[src/hw/rtl/fht_pkg.sv]
`timescale 1ns / 1ps

package fht_pkg;

	localparam int FACE_W   = 10;
	localparam int VAL_W    = 32;
	localparam int PROD_W   = 2 * VAL_W;
	localparam int ACC_BITS = 40;
	localparam int MOD_W    = 32;

	localparam int FACES_DEF     = 1024;
	localparam int FRAC_BITS_DEF = 16;

	localparam logic OP_ACC  = 1'b0;
	localparam logic OP_READ = 1'b1;

	localparam logic [ACC_BITS-1:0] ACC_MAX = {ACC_BITS{1'b1}};
	localparam logic [VAL_W-1:0]    OUT_MAX = {VAL_W{1'b1}};

	typedef struct packed {
		logic done;
		logic over;
	} fht_div_stat_t;

endpackage

[src/hw/rtl/fht_recip_div.sv]
`timescale 1ns / 1ps

module fht_recip_div
	import fht_pkg::*;
#(
	parameter int FRAC_BITS = FRAC_BITS_DEF,
	parameter int CW        = $clog2(3 * FRAC_BITS + 1)
) (
	input  logic                clk,
	input  logic                arst_n,
	input  logic                start,
	input  logic [CW-1:0]       exp_n,
	input  logic [PROD_W-1:0]   divisor,
	output logic [ACC_BITS-1:0] quot,
	output fht_div_stat_t       stat
);

	logic                busy_q;
	logic                done_q;
	logic                over_q;
	logic                first_q;
	logic [CW-1:0]       cnt_q;
	logic [PROD_W-1:0]   div_q;
	logic [PROD_W-1:0]   rem_q;
	logic [ACC_BITS-1:0] quot_q;

	logic [PROD_W:0] r2;
	logic [PROD_W:0] diff;
	logic            ge;

	assign r2   = {rem_q, first_q};
	assign diff = r2 - {1'b0, div_q};
	assign ge   = r2 >= {1'b0, div_q};

	always_ff @(posedge clk or negedge arst_n) begin
		if (!arst_n) begin
			busy_q <= 1'b0;
			done_q <= 1'b0;
			cnt_q  <= '0;
		end else begin
			done_q <= 1'b0;
			if (start) begin
				busy_q <= 1'b1;
				cnt_q  <= exp_n;
			end else if (busy_q) begin
				cnt_q <= cnt_q - 1'b1;
				if (cnt_q == '0) begin
					busy_q <= 1'b0;
					done_q <= 1'b1;
				end
			end
		end
	end

	always_ff @(posedge clk) begin
		if (start) begin
			div_q   <= divisor;
			rem_q   <= '0;
			quot_q  <= '0;
			over_q  <= 1'b0;
			first_q <= 1'b1;
		end else if (busy_q) begin
			first_q <= 1'b0;
			over_q  <= over_q | quot_q[ACC_BITS-1];
			quot_q  <= {quot_q[ACC_BITS-2:0], ge};
			rem_q   <= ge ? diff[PROD_W-1:0] : r2[PROD_W-1:0];
		end
	end

	assign quot      = quot_q;
	assign stat.done = done_q;
	assign stat.over = over_q;

endmodule

[config.mk]
export PLATFORM = sky130hd
export DESIGN_NAME = fht_recip_div
export DESIGN_NICKNAME = d
export VERILOG_FILES = /design/src/hw/rtl/fht_pkg.sv /design/src/hw/rtl/fht_recip_div.sv
export SDC_FILE = /design/constraint.sdc
export NUM_CORES = 1
export LEC_CHECK = 0
export ABC_CLOCK_PERIOD_IN_PS = 3530
export BUFFER_PORTS_ARGS = -buffer_cell sky130_fd_sc_hd__buf_2
export CAP_MARGIN = 0
export CORE_MARGIN = 3
export CORE_UTILIZATION = 48
export CTS_CLUSTER_SIZE = 8
export DETAILED_ROUTE_END_ITERATION = 16
export GPL_ROUTABILITY_DRIVEN = 0
export GPL_TIMING_DRIVEN = 0
export PLACE_DENSITY = 0.67
export SETUP_SLACK_MARGIN = 0.05
export SLEW_MARGIN = 20
export SYNTH_ARGS = -nofsm -noshare
export SYNTH_HDL_FRONTEND = slang
export SYNTH_SLANG_ARGS = --single-unit
export TNS_END_PERCENT = 30
[constraint.sdc]
create_clock -name clk -period 3.53 [get_ports clk]
set_input_delay 0.353 -clock clk [delete_from_list [all_inputs] [get_ports clk]]
set_output_delay 0.353 -clock clk [all_outputs]
set_load 0.005 [all_outputs]
======== Yosys cells after proc, flatten, opt, wreduce, memory -nomap -nowiden ========
Cells that the tools add are included.
storage, ports and cells
  register bits after elaboration ......... 178
  input bits .............................. 73
  output and inout port bits .............. 42
  logic and storage cells ................. 23
cells by class
  add/sub/neg operators ................... 2
  order comparisons ....................... 1
  mux-type cells .......................... 9
  bitwise operators ....................... 1
  reductions and logical operators ........ 2
operators by type and width
  operator             count
  $ge 65x64->1         1
  $mux 64              1
  $sub 64x64->64       1
  $mux 6               2
  $logic_not 6->1      1
  $mux 1               6
  $sub 6x1->6 const B  1
  $reduce_bool 2->1    1
  $or 1x1->1           1

======== Depth between registers and ports, before layout ========
Gate-level depths: netlist of run 1.
  depth after elaboration ................. 4
  mapped depth ............................ 15

======== Worst setup path before layout of run 1 ========
OpenSTA, ideal clock, no wires.
  path kind ............................... flip-flop to flip-flop
  start ................................... register first_q
  end ..................................... register rem_q[58]
  setup time .............................. 0.091 ns
  arrival time ............................ 2.849 ns
  path slack .............................. 0.590 ns
  cell stages (with the launch flop) ...... 14
  buffers on the path ..................... 0
  cells stage by stage .................... dfxtp_1 inv_1 ha_1 fa_1 nor2b_1 o21bai_1 a21oi_1 a2111oi_4 o2111ai_1 a21oi_1 o21ai_0 mux2i_1 nand3_1 a311oi_1
on the way
  longest elaborated chain between the ends .. 2
  elaborated cells between the ends (all ways) .. 3
RTL lines
  item                                                   line                                      source
  from (decl)                                            fht_recip_div.sv:21                       logic first_q;
  from (signal assigned)                                 fht_recip_div.sv:61                       first_q <= 1'b1;
  from (signal assigned)                                 fht_recip_div.sv:63                       first_q <= 1'b0;
  $sub 64x64->64 / $ge 65x64->1 (equally long branches)  fht_recip_div.sv:32, fht_recip_div.sv:33
  $mux 64 *                                              fht_recip_div.sv:66                       rem_q <= ge ? diff[PROD_W-1:0] : r2[PROD_W-1:0];
  to (signal assigned)                                   fht_recip_div.sv:66
  to (decl)                                              fht_recip_div.sv:24                       logic [PROD_W-1:0] rem_q;
Mark *: on every way between the ends. The rest lies on a longest branch, timed or not.
A chain may end at the register's enable or synchronous reset.

======== Worst setup path after layout of run 1 ========
  start ................................... register div_q[7]
  end ..................................... register rem_q[48]
on the way
  longest elaborated chain between the ends .. 2
  elaborated cells between the ends (all ways) .. 3
RTL lines
  item                                                   line                                      source
  from (decl)                                            fht_recip_div.sv:23                       logic [PROD_W-1:0] div_q;
  from (signal assigned)                                 fht_recip_div.sv:57                       div_q <= divisor;
  $sub 64x64->64 / $ge 65x64->1 (equally long branches)  fht_recip_div.sv:32, fht_recip_div.sv:33
  $mux 64 *                                              fht_recip_div.sv:66
Marked as above.

==> results of run 1 <==
==> metrics by stage <==
stage | instance area [um2] | setup TNS [ns] | setup WS (ns) | hold WS, ns
final | 12300 | 0 | 0.209 | 0.0740
after global routing | 12300 | 0 | 0.0140 | 0.0644
after CTS | 12200 | 0 | 0.107 | 0.0632
after detailed placement | 11600 | -0.564 | -0.207 | 0.207
after global placement | 11600 | -0.464 | -0.195 | 0.206
after floorplan | 10600 | 0 | 0.590 | 0.0574
==> placed cells by master (no fill, tap or decap), types with 7 or more instances in the layout <==
| cell type | synthesis | routed |
|---|---|---|
| sky130_fd_sc_hd__nor3_1 | 18 | 18 |
| sky130_fd_sc_hd__o21bai_1 | 12 | 12 |
| sky130_fd_sc_hd__buf_4 | 8 | 10 |
| sky130_fd_sc_hd__o21ai_0 | 51 | 47 |
| sky130_fd_sc_hd__clkbuf_16 | 0 | 17 |
| sky130_fd_sc_hd__nor2_1 | 139 | 139 |
| sky130_fd_sc_hd__buf_2 | 12 | 125 |
| sky130_fd_sc_hd__edfxtp_1 | 64 | 64 |
| sky130_fd_sc_hd__a21oi_1 | 84 | 80 |
| sky130_fd_sc_hd__dfxtp_1 | 106 | 106 |
| sky130_fd_sc_hd__nand2_1 | 163 | 162 |
| sky130_fd_sc_hd__or3_1 | 7 | 7 |
| sky130_fd_sc_hd__dfrtp_1 | 8 | 8 |
| sky130_fd_sc_hd__xnor2_1 | 38 | 38 |
| sky130_fd_sc_hd__ha_1 | 66 | 65 |
| sky130_fd_sc_hd__nor4_1 | 7 | 7 |
| sky130_fd_sc_hd__clkbuf_1 | 41 | 41 |
| sky130_fd_sc_hd__inv_1 | 82 | 82 |
| sky130_fd_sc_hd__xor2_1 | 24 | 24 |
| sky130_fd_sc_hd__a21o_1 | 24 | 24 |
| sky130_fd_sc_hd__mux2i_1 | 42 | 42 |
| sky130_fd_sc_hd__a311oi_1 | 43 | 42 |
| sky130_fd_sc_hd__o21a_1 | 12 | 12 |
| sky130_fd_sc_hd__nand4_1 | 26 | 26 |
| sky130_fd_sc_hd__o21ai_1 | 9 | 12 |
| sky130_fd_sc_hd__nand3_1 | 37 | 37 |
==> worst paths after layout <==
path / cells after the start / endpoint / start / slack (ns)
worst max-delay path: 11 / rem_q[48] / div_q[7] / 0.21
min in group asynchronous: 2 / cnt_q[5] / arst_n / 0.28
max in group asynchronous: 2 / cnt_q[0] / arst_n / 3.08
worst max register to register: 11 / rem_q[48] / div_q[7] / 0.21
worst min-delay path: 1 / div_q[0] / divisor[0] / 0.07
worst min register to register: 2 / over_q / over_q / 0.49
==> worst max-delay path, delay by kind of cell (launching register included) <==
kind | cells | cell delay (ns)
compound gates | 7 | 1.89
xor+xnor | 1 | 0.18
flops | 1 | 0.33
buf+inv | 1 | 0.05
simple gates | 1 | 0.38
fa+ha+maj | 1 | 0.37
==> layout make-up <==
class,instances,area (um2),area share (%)
Sequential cell,178,4240,34.6
Clock buffer,17,425,3.47
Inverter,82,308,2.51
Clock inverter,15,161,1.31
Tap cell,275,344,2.80
Buffer,69,332,2.70
Timing Repair Buffer,118,618,5.04
Multi-Input combinational cell,900,5840,47.6
==> layer usage <==
metal	part of all wire, %	GRT usage [%]
met5	0	0
met4	2.0	7.19
met3	7.1	4.53
met2	46	38.9
met1	45	33.6
==> report_power, final <==
| part | switching (mW) | internal (mW) | leakage [nW] |
|---|---|---|---|
| Sequential | 0.0878 | 2.27 | 1.58 |
| Combinational | 0.809 | 0.497 | 3.66 |
| Clock | 0.950 | 0.950 | 0.291 |
| Total | 1.85 | 3.71 | 5.53 |
==> flip-flops by register name, indices dropped and copies added, names as in the netlist <==
name / cells
done_q: 1
busy_q: 1
first_q: 1
over_q: 1
cnt_q: 6
div_q: 64
quot: 40
rem_q: 64
==> cell families (layout without fill, tap and decap cells) <==
logic type | Yosys count | count (layout) | share of synthesized area (%)
buf+inv | 151 | 301 | 5.97
simple gates | 429 | 429 | 17.8
fa+ha+maj | 67 | 67 | 7.94
mux | 42 | 42 | 3.95
flops | 178 | 178 | 39.9
compound gates | 300 | 300 | 19.4
xor+xnor | 62 | 62 | 5.10
==> what timing repair did <==
action,CTS,global route
setup endpoints to repair,28,59
buffers inserted,1,1
pin swaps,1,1
hold buffers,1,0
hold endpoints to repair,8,0
gates resized for setup,4,14
==> summary by stage, run 1 <==
Status
The flow ran to the end, and the final reports show no timing, DRC or antenna violations.

STA
The worst-margin pin slew is 1.00 ns. Measured against its own limit, the worst slew margin works out to 33.1%. Setup violations remaining at the end of the flow were counted as 0. The number of slew-limit violations in the final report is 0.

Across the routed clock network, the largest skew measured is 0.0185 ns. The final critical-path required period is 3.32 ns. For this run, the top clock speed supported by timing is 301 MHz. The part of the cycle the worst path needs is 94.1%. Setup repair after global routing could not meet its margin everywhere. The final hold violation count is 0.

Global route
The first global-routing pass estimated 47,400 um of wire. The via count of the first global-routing pass is 9,207. The global route total overflow is 0. The overall fraction of global-route tracks in use is 24.3%. The initial antenna violation count is 0. The maximum number of pins on one net before global-route repair is 34.

Worst setup path
The cell with the most instances on the worst path is sky130_fd_sc_hd__o21ai_0. The critical path data arrival time is 3.65 ns. The classification of the worst setup path is flip-flop to flip-flop.

The worst setup path is launched from a flip-flop. The largest incremental delay on the critical path is 0.70 ns. The slowest library cell on the worst path is sky130_fd_sc_hd__o31ai_1. The critical path goes through inv_1 -> ha_1 -> a21oi_1 -> o21ai_0 -> or3_1 -> o21ai_1 -> a21oi_2 -> o31ai_1 -> o21ai_0 -> xnor2_1 -> o21ai_0. The largest fanout on the critical path is 6.

The critical path capture point type is a flip-flop. The required time of the critical path is 3.85 ns.

Placement
The count of buffers from port buffering is 114. Once placement completed, the tool counted placed cells totaling 1,619. After legalization and detailed placement, the total HPWL measured 21,700 um.

Job
Max-cap violations in this run came to 0.

Logic synthesis
The average instance in the mapped netlist occupies 8.66 um2. In the synthesized netlist the async set-or-reset flop fraction comes to 4.49%. After synthesis, flip-flops and latches occupy 39.9% of the total area. After synthesis the cells add up to 10,600 um2. The number of enable flip-flop cells after synthesis is 64. The number of warnings printed during yosys synthesis is 0. The unique cell type count in the Yosys netlist is 71. The most frequent cell after synthesis is sky130_fd_sc_hd__nand2_1. The portion of synthesized cell area occupied by the leading cell type is 19.9%. Yosys attributes the largest share of cell area to sky130_fd_sc_hd__dfxtp_1 (20%), sky130_fd_sc_hd__edfxtp_1 (18%), sky130_fd_sc_hd__ha_1 (7.8%).

The total nets after synthesis is 1,369. The synthesized design contains 178 register bits. The post-synthesis cell count is 1,229.

The dominant synthesized flop cell is sky130_fd_sc_hd__dfxtp_1. The cell type contributing the most total cell area after synthesis is sky130_fd_sc_hd__dfxtp_1. The commonest cells after synthesis are sky130_fd_sc_hd__nand2_1 (163), sky130_fd_sc_hd__nor2_1 (139), sky130_fd_sc_hd__dfxtp_1 (106).

Drt
The number of vias per cell is 5.80. The average wire per cell in the routed design is 17.7 um. The detailed-route via count is 9,585.

The count of nets left with antenna violations after detail routing is 0. The first TritonRoute pass finished after 5 iterations. The total DRC errors in the routed layout is 0. The routed wire length is 29,400 um.

After the first detailed-routing iteration, the DRC count stood at 794.

Floorplan
The floorplan step set the die width to 155 um. The initial cell density of the core is 49.7%. The die height is 155 um. The number of top-level design ports is 115.

The core region is 21,400 um2. The placement row count is 53. The die covers 24,000 um2.

Final layout
At the end of the flow the core is filled with cells to 57.3%. The area growth from synthesis to final layout is 15.3%. The number of non-filler instances in the completed layout is 1,654. The net count of the finished layout is 1,506. The number of antenna diodes in the final layout is 0. Fill cells in the final layout number 1,968.

Cells with a size suffix above 1 make up 14.3% of the layout.

Clock tree
The number of buffers on the longest clock path is 2. The number of buffers created by CTS is 17. TritonCTS built the clock tree. The tree built by TritonCTS fans out to 178 sinks. The latest clock arrival within the worst-skew pair is 0.45 ns.

In this run the number of H-tree levels came out at 4. The clock root buffer master is sky130_fd_sc_hd__clkbuf_16. Clock-pin slew was measured on the worst setup and hold paths at 0.08 ns.

Power and ir drop
In this run the static leakage power is 5.53 nW. IR analysis of the VDD net gives a maximum drop of 0.278 mV. Dividing total power by cell area gives a power density of 453 nW/um2. The total chip power is 5.56 mW.

Worst hold path
The tightest min-delay check is of the input port to flip-flop type.
Power figures use the tool's default switching activity.
==> run 2, diff against run 1 <==
- ABC_CLOCK_PERIOD_IN_PS: 3530 -> not set
- REMOVE_ABC_BUFFERS: not set -> 1
==> run 2 against run 1 <==
Against the previous run:
- non-clock buffer count shrank 48
- clock power rose by 4%
- critical endpoint is now rem_q[42]
- utilization increased by 0.46 points
- worst hold slack worse by 0.0019 ns
- cell count shrank 2.5%
- flip-flop and latch count unchanged
- wire length fell by 7.1%
- critical path depth rose by 3
- sequential share of layout area decreased by 0.24 points
- first-iteration DRC count shrank 16%
- sequential power about the same
- die area stayed put
==> summary by stage, run 2 (synthesis results as in run 1) <==
Status
The flow ran to the end, and the final reports show no timing, DRC or antenna violations.

Final layout
The count of antenna diodes in the layout is 0 (unchanged). The fraction of layout instances using a drive strength above 1 came to 15.4% (+1.1 points). The area of combinational cells with multiple inputs came to 5960 um2 (+2.0%). The area of all placed cells without fillers is 12,400 um2 (+0.80%). The combined flip-flop and latch cell area is 4250 um2 (about the same). The commonest non-fill, non-tap cell in the layout is sky130_fd_sc_hd__nand2_1. The utilization of the core after routing is 57.8% (+0.46 points). The area growth from synthesis to final layout is 16.2%. The number of fill cells in the layout is 1,946 (-1.1%). In the layout the commonest cells are sky130_fd_sc_hd__nand2_1 (162), sky130_fd_sc_hd__nor2_1 (138), sky130_fd_sc_hd__buf_2 (114). The net count reported at finish was 1,465 (-2.7%).

Placement
The detailed placement HPWL came to 17,400 um (-20%). The count of buffers from port buffering is 114 (unchanged). The area of placed instances came to 11,400 um2 (-1.9%). The pre-CTS setup slack is -0.381 ns (-0.174 ns).

STA
The final-layout worst hold slack is 0.0721 ns (-0.00188 ns). The final critical-path required period is 3.35 ns (+0.0242 ns). The worst-margin pin slew was 0.756 ns (-0.244 ns). The final hold violation count was 0 (unchanged). The final-report setup violation count is 0 (unchanged). The part of the cycle the worst path needs is 94.8% (+0.69 points). The post-route clock skew is 0.0169 ns (-0.00165 ns).

The least setup slack across all paths after layout is 0.185 ns (-0.0242 ns). The maximum clock frequency is 299 MHz (-0.72%). The worst slew margin relative to its limit came to 49.5% (+16 points). The number of slew-limit violations in the final report is 0 (unchanged). Setup repair after global routing could not meet its margin everywhere.

Drt
The average wire per cell in the routed design is 16.9 um (-4.7%). The count of nets left with antenna violations after detail routing was 0 (unchanged). The routed wire length is 27,300 um (-7.1%).

The first-pass iteration count of the detailed router came to 8 (+3). The total DRC errors in the routed layout is 0 (unchanged). The iteration-0 DRC count of the detailed router was 663 (-16%).

The number of vias per cell is 5.76 (-0.65%). The detailed-route via count was 9,287 (-3.1%).

Clock tree
The clock-pin slew on the worst setup and hold paths was 0.09 ns (about the same). The number of buffers created by CTS is 17 (unchanged). The latest clock arrival within the worst-skew pair is 0.45 ns (about the same). The clock root buffer master is sky130_fd_sc_hd__clkbuf_16. The TritonCTS clock tree is built. The maximum level of the CTS H-tree is 4 (unchanged). The number of sinks driven by the clock tree is 178 (unchanged). The number of buffers on the longest clock path was 2 (unchanged).

Worst setup path
Among all stages on the critical path, the largest delay is contributed by sky130_fd_sc_hd__edfxtp_1. The register-to-register setup slack was 0.18 ns (-0.02 ns). The required time of the critical path came to 3.87 ns (+0.02 ns).

The critical path data arrival time came to 3.69 ns (+0.04 ns). Walking the worst path, the cells encountered are inv_1 -> ha_1 -> nor2b_2 -> o2111ai_2 -> a211o_2 -> nand4bb_4 -> a31o_4 -> a41oi_4 -> o2111ai_4 -> buf_2 -> and2_4 -> buf_4 -> nand2_1 -> a311oi_1. The largest fanout on the critical path is 5 (-1). By startpoint and endpoint, the worst setup path is classified as flip-flop to flip-flop. The kind of cell with the highest combined delay along the critical path is compound AO/OA/AOI/OAI gates.

The worst reg2reg path depth was 14 (+3). The worst setup path is captured at a flip-flop. The number of buffers and inverters on the critical path is 3 (+2). The largest incremental delay on the critical path is 0.43 ns (-0.27 ns). STA classifies the critical path startpoint as a flip-flop.

The path length in cells of the critical path is 14 (+3).

Global route
The via count of the first global-routing pass is 8,596 (-6.6%). The maximum number of pins on one net before global-route repair was 116 (+240%). The global route total overflow is 0 (unchanged).

The first-pass GRT wire length was 43,200 um (-8.8%). The initial antenna violation count is 1 (+1). The overall fraction of global-route tracks in use is 21.8% (-2.5 points).

Floorplan
The horizontal die dimension is 155 um (unchanged). The die area is 24,000 um2 (unchanged). The die height was 155 um (unchanged). The initial cell density of the core is 49.7% (unchanged). The placement row count came to 53 (unchanged). The number of top-level design ports was 115 (unchanged). The core area is 21,400 um2 (unchanged).

Power and ir drop
The static power due to leakage came to 5.59 nW (+1.2%). The maximum VDD drop was 0.325 mV (+17%). The total chip power came to 5.65 mW (+1.5%). The power density relative to cell area is 456 nW/um2 (+0.73%).

Worst hold path
The worst hold path cell count is 1 (unchanged). The worst min-delay path category is input port to flip-flop.

Job
The number of max-cap violations came to 0 (unchanged).
==> run 2: worst register-to-register path: stages (launching register included) <==
cell                        delay [ns]
sky130_fd_sc_hd__edfxtp_1         0.43
sky130_fd_sc_hd__inv_1            0.07
sky130_fd_sc_hd__ha_1             0.29
sky130_fd_sc_hd__nor2b_2          0.18
sky130_fd_sc_hd__o2111ai_2        0.15
sky130_fd_sc_hd__a211o_2          0.40
sky130_fd_sc_hd__nand4bb_4        0.13
sky130_fd_sc_hd__a31o_4           0.22
sky130_fd_sc_hd__a41oi_4          0.17
sky130_fd_sc_hd__o2111ai_4        0.29
sky130_fd_sc_hd__buf_2            0.23
sky130_fd_sc_hd__and2_4           0.23
sky130_fd_sc_hd__buf_4            0.14
sky130_fd_sc_hd__nand2_1          0.04
sky130_fd_sc_hd__a311oi_1         0.28
==> run 2: cell type report <==
type / instances / share of cell area (%)
Inverter: 82 / 2.49
Timing Repair Buffer: 139 / 7.12
Sequential cell: 178 / 34.3
Clock buffer: 17 / 3.44
Tap cell: 275 / 2.78
Multi-Input combinational cell: 907 / 48.2
Clock inverter: 15 / 1.68
==> run 2: path summary, 6_finish.rpt <==
kind / start / to
max: div_q[1] / rem_q[42]
min reg2reg: over_q / over_q
min: divisor[3] / div_q[3]
max in group asynchronous: arst_n / busy_q
min in group asynchronous: arst_n / cnt_q[4]
max reg2reg: div_q[1] / rem_q[42]
==> run 2: timing repair <==
action	in CTS	in global routing
gates resized for setup	6	21
gates cloned	4	5
endpoints found under the hold margin	8	0
hold buffers	1	0
pin swaps	2	8
setup endpoints to repair	61	63
buffers inserted	7	11
==> run 2: stage by stage <==
stage,setup TNS [ns],cells
6_report,0,1613
5_1_grt,-0.0371,1613
3_5_place_dp,-7.58,1553
2_1_floorplan,-22.26,1160
3_3_place_gp,-187.48,1549
4_1_cts,-0.00108,1597
==> run 2: where the power goes <==
part | total, mW | switching, mW | internal, mW | leakage, nW
clock | 1.97 | 0.992 | 0.974 | 0.299
combinational | 1.32 | 0.790 | 0.529 | 3.72
sequential | 2.36 | 0.0938 | 2.27 | 1.58
total | 5.65 | 1.88 | 3.77 | 5.59
==> run 2: layer usage <==
| layer | wire, um | track usage (%) | vias up |
|---|---|---|---|
| met5 | 18 | 0 | - |
| met2 | 12400 | 35.2 | 295 |
| met4 | 740 | 6.39 | 2 |
| li1 | - | - | 4596 |
| met1 | 12400 | 30.0 | 4342 |
| met3 | 1690 | 4.23 | 52 |
==> run 3, diff against run 2 <==
- CORE_UTILIZATION: 48 -> 60
- PLACE_DENSITY: 0.67 -> 0.81
==> run 3 against run 2 <==
Against the previous run:
- clock skew down 0.0028 ns
- register-to-register slack worse by 0.05 ns
- global-route usage up 3.9 points
- clock power grew 3%
- sequential power about the same
- flip-flop and latch count unchanged
- via count grew 1.1%
- clock-buffer cell count rose by 3
- critical path depth is 2 lower
- non-clock buffer count fell by 13
- largest cell class unchanged
==> summary by stage, run 3 (synthesis results as in run 1) <==
Clock tree
The number of buffers created by CTS is 17 (unchanged). The maximum level of the CTS H-tree is 4 (unchanged). The clock-pin slew on the worst setup and hold paths was 0.08 ns (about the same). TritonCTS built the clock tree. The number of sinks driven by the clock tree is 178 (unchanged). The clock root buffer master is sky130_fd_sc_hd__clkbuf_16.

The latest clock arrival within the worst-skew pair came to 0.44 ns (about the same). The number of buffers on the longest clock path came to 2 (unchanged).

Floorplan
The die area was 19,400 um2 (-19%). The initial cell density of the core is 61.4% (+12 points). The die height is 139 um (-10%).

The number of top-level design ports is 115 (unchanged). The core area came to 17,400 um2 (-19%). The placement row count is 48 (-9.4%).

The horizontal die dimension was 139 um (-10%).

Power and ir drop
The power density relative to cell area is 468 nW/um2 (+2.6%). The maximum VDD drop is 0.369 mV (+14%). The total chip power is 5.69 mW (+0.83%). The static power due to leakage is 5.51 nW (-1.5%).

Worst setup path
The largest incremental delay on the critical path is 0.41 ns (-0.02 ns). The type of element launching the critical path is a flip-flop. The worst setup path is captured at a flip-flop. The required time of the critical path is 3.84 ns (-0.03 ns).

The cell family with the largest share of critical-path delay is compound AO/OA/AOI/OAI gates. The slowest stage of the critical path is the sky130_fd_sc_hd__edfxtp_1 cell. Traced cell by cell, the critical path runs through inv_1 -> ha_1 -> nor2b_1 -> o2111ai_1 -> a211o_2 -> nand4bb_2 -> a31o_4 -> a41oi_4 -> o2111ai_4 -> and2_4 -> nor3b_1 -> nor4_1. The number of buffers and inverters on the critical path is 1 (-2). The critical path data arrival time was 3.70 ns (about the same). The classification of the worst setup path is flip-flop to flip-flop. The largest fanout on the critical path is 10 (+5).

Drt
The first-pass iteration count of the detailed router is 6 (-2). The total DRC errors in the routed layout is 0 (unchanged). The iteration-0 DRC count of the detailed router is 886 (+34%). The average wire per cell in the routed design was 17.0 um (+0.58%). The routed wire length is 26,400 um (-3.3%). The detailed-route via count was 9,388 (+1.1%). The number of vias per cell came to 6.05 (+5.1%). The count of nets left with antenna violations after detail routing is 0 (unchanged).

Placement
The detailed placement HPWL is 16,800 um (-3.5%). The count of buffers from port buffering is 114 (unchanged). The placed instance count is 1,503 (-3.2%).

STA
The number of slew-limit violations in the final report is 0 (unchanged). The final critical-path required period came to 3.39 ns (+0.0462 ns). The final setup TNS is 0 ns (unchanged).

The post-route clock skew came to 0.0141 ns (-0.00279 ns). The worst slew margin relative to its limit is 47.7% (-1.8 points). The final-report setup violation count is 0 (unchanged).

The maximum clock frequency is 295 MHz (-1.4%). The final hold violation count is 0 (unchanged). Setup repair after global routing could not meet its margin everywhere. The worst-margin pin slew is 0.780 ns (+0.0234 ns). The part of the cycle the worst path needs is 96.1% (+1.3 points).

Final layout
The net count reported at finish is 1,453 (-0.82%). The library cell used most frequently in the layout, excluding fill and tap cells, is sky130_fd_sc_hd__nand2_1. The combined flip-flop and latch cell area was 4250 um2 (unchanged). The number of non-filler instances in the completed layout was 1,551 (-3.8%). The number of fill cells in the layout was 1,380 (-29%). In the layout the commonest cells are sky130_fd_sc_hd__nand2_1 (162), sky130_fd_sc_hd__nor2_1 (138), sky130_fd_sc_hd__buf_2 (113). The area of combinational cells with multiple inputs is 5930 um2 (-0.40%).

The count of antenna diodes in the layout is 0 (unchanged). The fraction of layout instances using a drive strength above 1 was 14.2% (-1.2 points). The area growth from synthesis to final layout is 14.2%.

Global route
The first-pass GRT wire length is 41,800 um (-3.2%). The initial antenna violation count is 0 (-1). The met2 layer usage reported by global route is 40.9% (+5.8 points).

The met3 layer usage reported by global route is 5.15% (+0.93 points). The overall fraction of global-route tracks in use is 25.7% (+3.9 points). The maximum number of pins on one net before global-route repair is 112 (-3.4%). The met1 layer usage reported by global route came to 35.0% (+5.0 points). The via count of the first global-routing pass is 8,593 (-0.035%). The highest-utilization routing layer at the global route stage is met2. The global route total overflow is 0 (unchanged).

Status
The flow ran to the end, and the final reports show no timing, DRC or antenna violations.

Worst hold path
The worst min-delay path category is input port to flip-flop.

Job
The number of max-cap violations was 0 (unchanged).
[run 3: changes by cell type in the layout (fill, tap and decap cells not counted), sizes merged]
cell      change
inv           +3
o2111ai       +1
bufinv        +1
clkbuf        +1
buf          -11
and2          -1
clkinvlp      -1
clkinv        -6
nand2         +1
[run 3: per-layer routing]
layer  vias up  routed length [um]
met4         0                 782
met3        69                2180
li1       4574                   -
met1      4317               11300
met2       428               12100
met5         -                   0
[run 3: final timing paths]
path | from | endpoint | slack [ns] | depth (start not counted)
max | div_q[1] | rem_q[12] | 0.14 | 12
min | divisor[44] | div_q[44] | 0.08 | 1
max reg2reg | div_q[1] | rem_q[12] | 0.14 | 12
min reg2reg | over_q | over_q | 0.47 | 2
max in group asynchronous | arst_n | busy_q | 3.07 | 2
min in group asynchronous | arst_n | cnt_q[4] | 0.27 | 2
[run 3: repair_timing]
| action | in CTS | in global routing |
|---|---|---|
| hold endpoints to repair | 8 | 0 |
| hold buffers | 1 | 0 |
| resized for setup | 5 | 10 |
| endpoints found under the setup margin | 61 | 61 |
| gates cloned | 2 | 6 |
| buffers inserted | 0 | 7 |
| pin swaps | 1 | 3 |
[run 3: area by class of cell]
| cell class | count | area share (%) |
|---|---|---|
| clock inverter | 12 | 1.18 |
| clock buffer | 20 | 4.12 |
| inverter | 82 | 2.53 |
| timing repair buffer | 126 | 6.10 |
| sequential | 178 | 34.9 |
| multi-input combinational | 908 | 48.8 |
| tap | 225 | 2.32 |
[run 3: report_power, final]
| group | switching, mW | internal (mW) |
|---|---|---|
| clock network | 0.898 | 1.14 |
| registers | 0.0998 | 2.27 |
| logic | 0.789 | 0.502 |
[run 3: per-stage QoR]
step / util [%] / setup slack [ns] / area (um2) / hold slack [ns]
after floorplan: - / -1.06 / 10300 / 0.0574
after global placement: 64.4 / -3.42 / 11200 / 0.200
after detailed placement: 65.1 / -0.285 / 11300 / 0.204
after CTS: 69.1 / 0.0617 / 12000 / 0.0588
after global routing: 70.0 / 0.00615 / 12200 / 0.0650
final: 70.0 / 0.139 / 12200 / 0.0782
[run 3: worst register-to-register path: stages (launching register included)]
cell                        delay, ns
sky130_fd_sc_hd__edfxtp_1        0.41
sky130_fd_sc_hd__inv_1           0.07
sky130_fd_sc_hd__ha_1            0.23
sky130_fd_sc_hd__nor2b_1         0.15
sky130_fd_sc_hd__o2111ai_1       0.26
sky130_fd_sc_hd__a211o_2         0.24
sky130_fd_sc_hd__nand4bb_2       0.17
sky130_fd_sc_hd__a31o_4          0.31
sky130_fd_sc_hd__a41oi_4         0.37
sky130_fd_sc_hd__o2111ai_4       0.25
sky130_fd_sc_hd__and2_4          0.34
sky130_fd_sc_hd__nor3b_1         0.34
sky130_fd_sc_hd__nor4_1          0.09
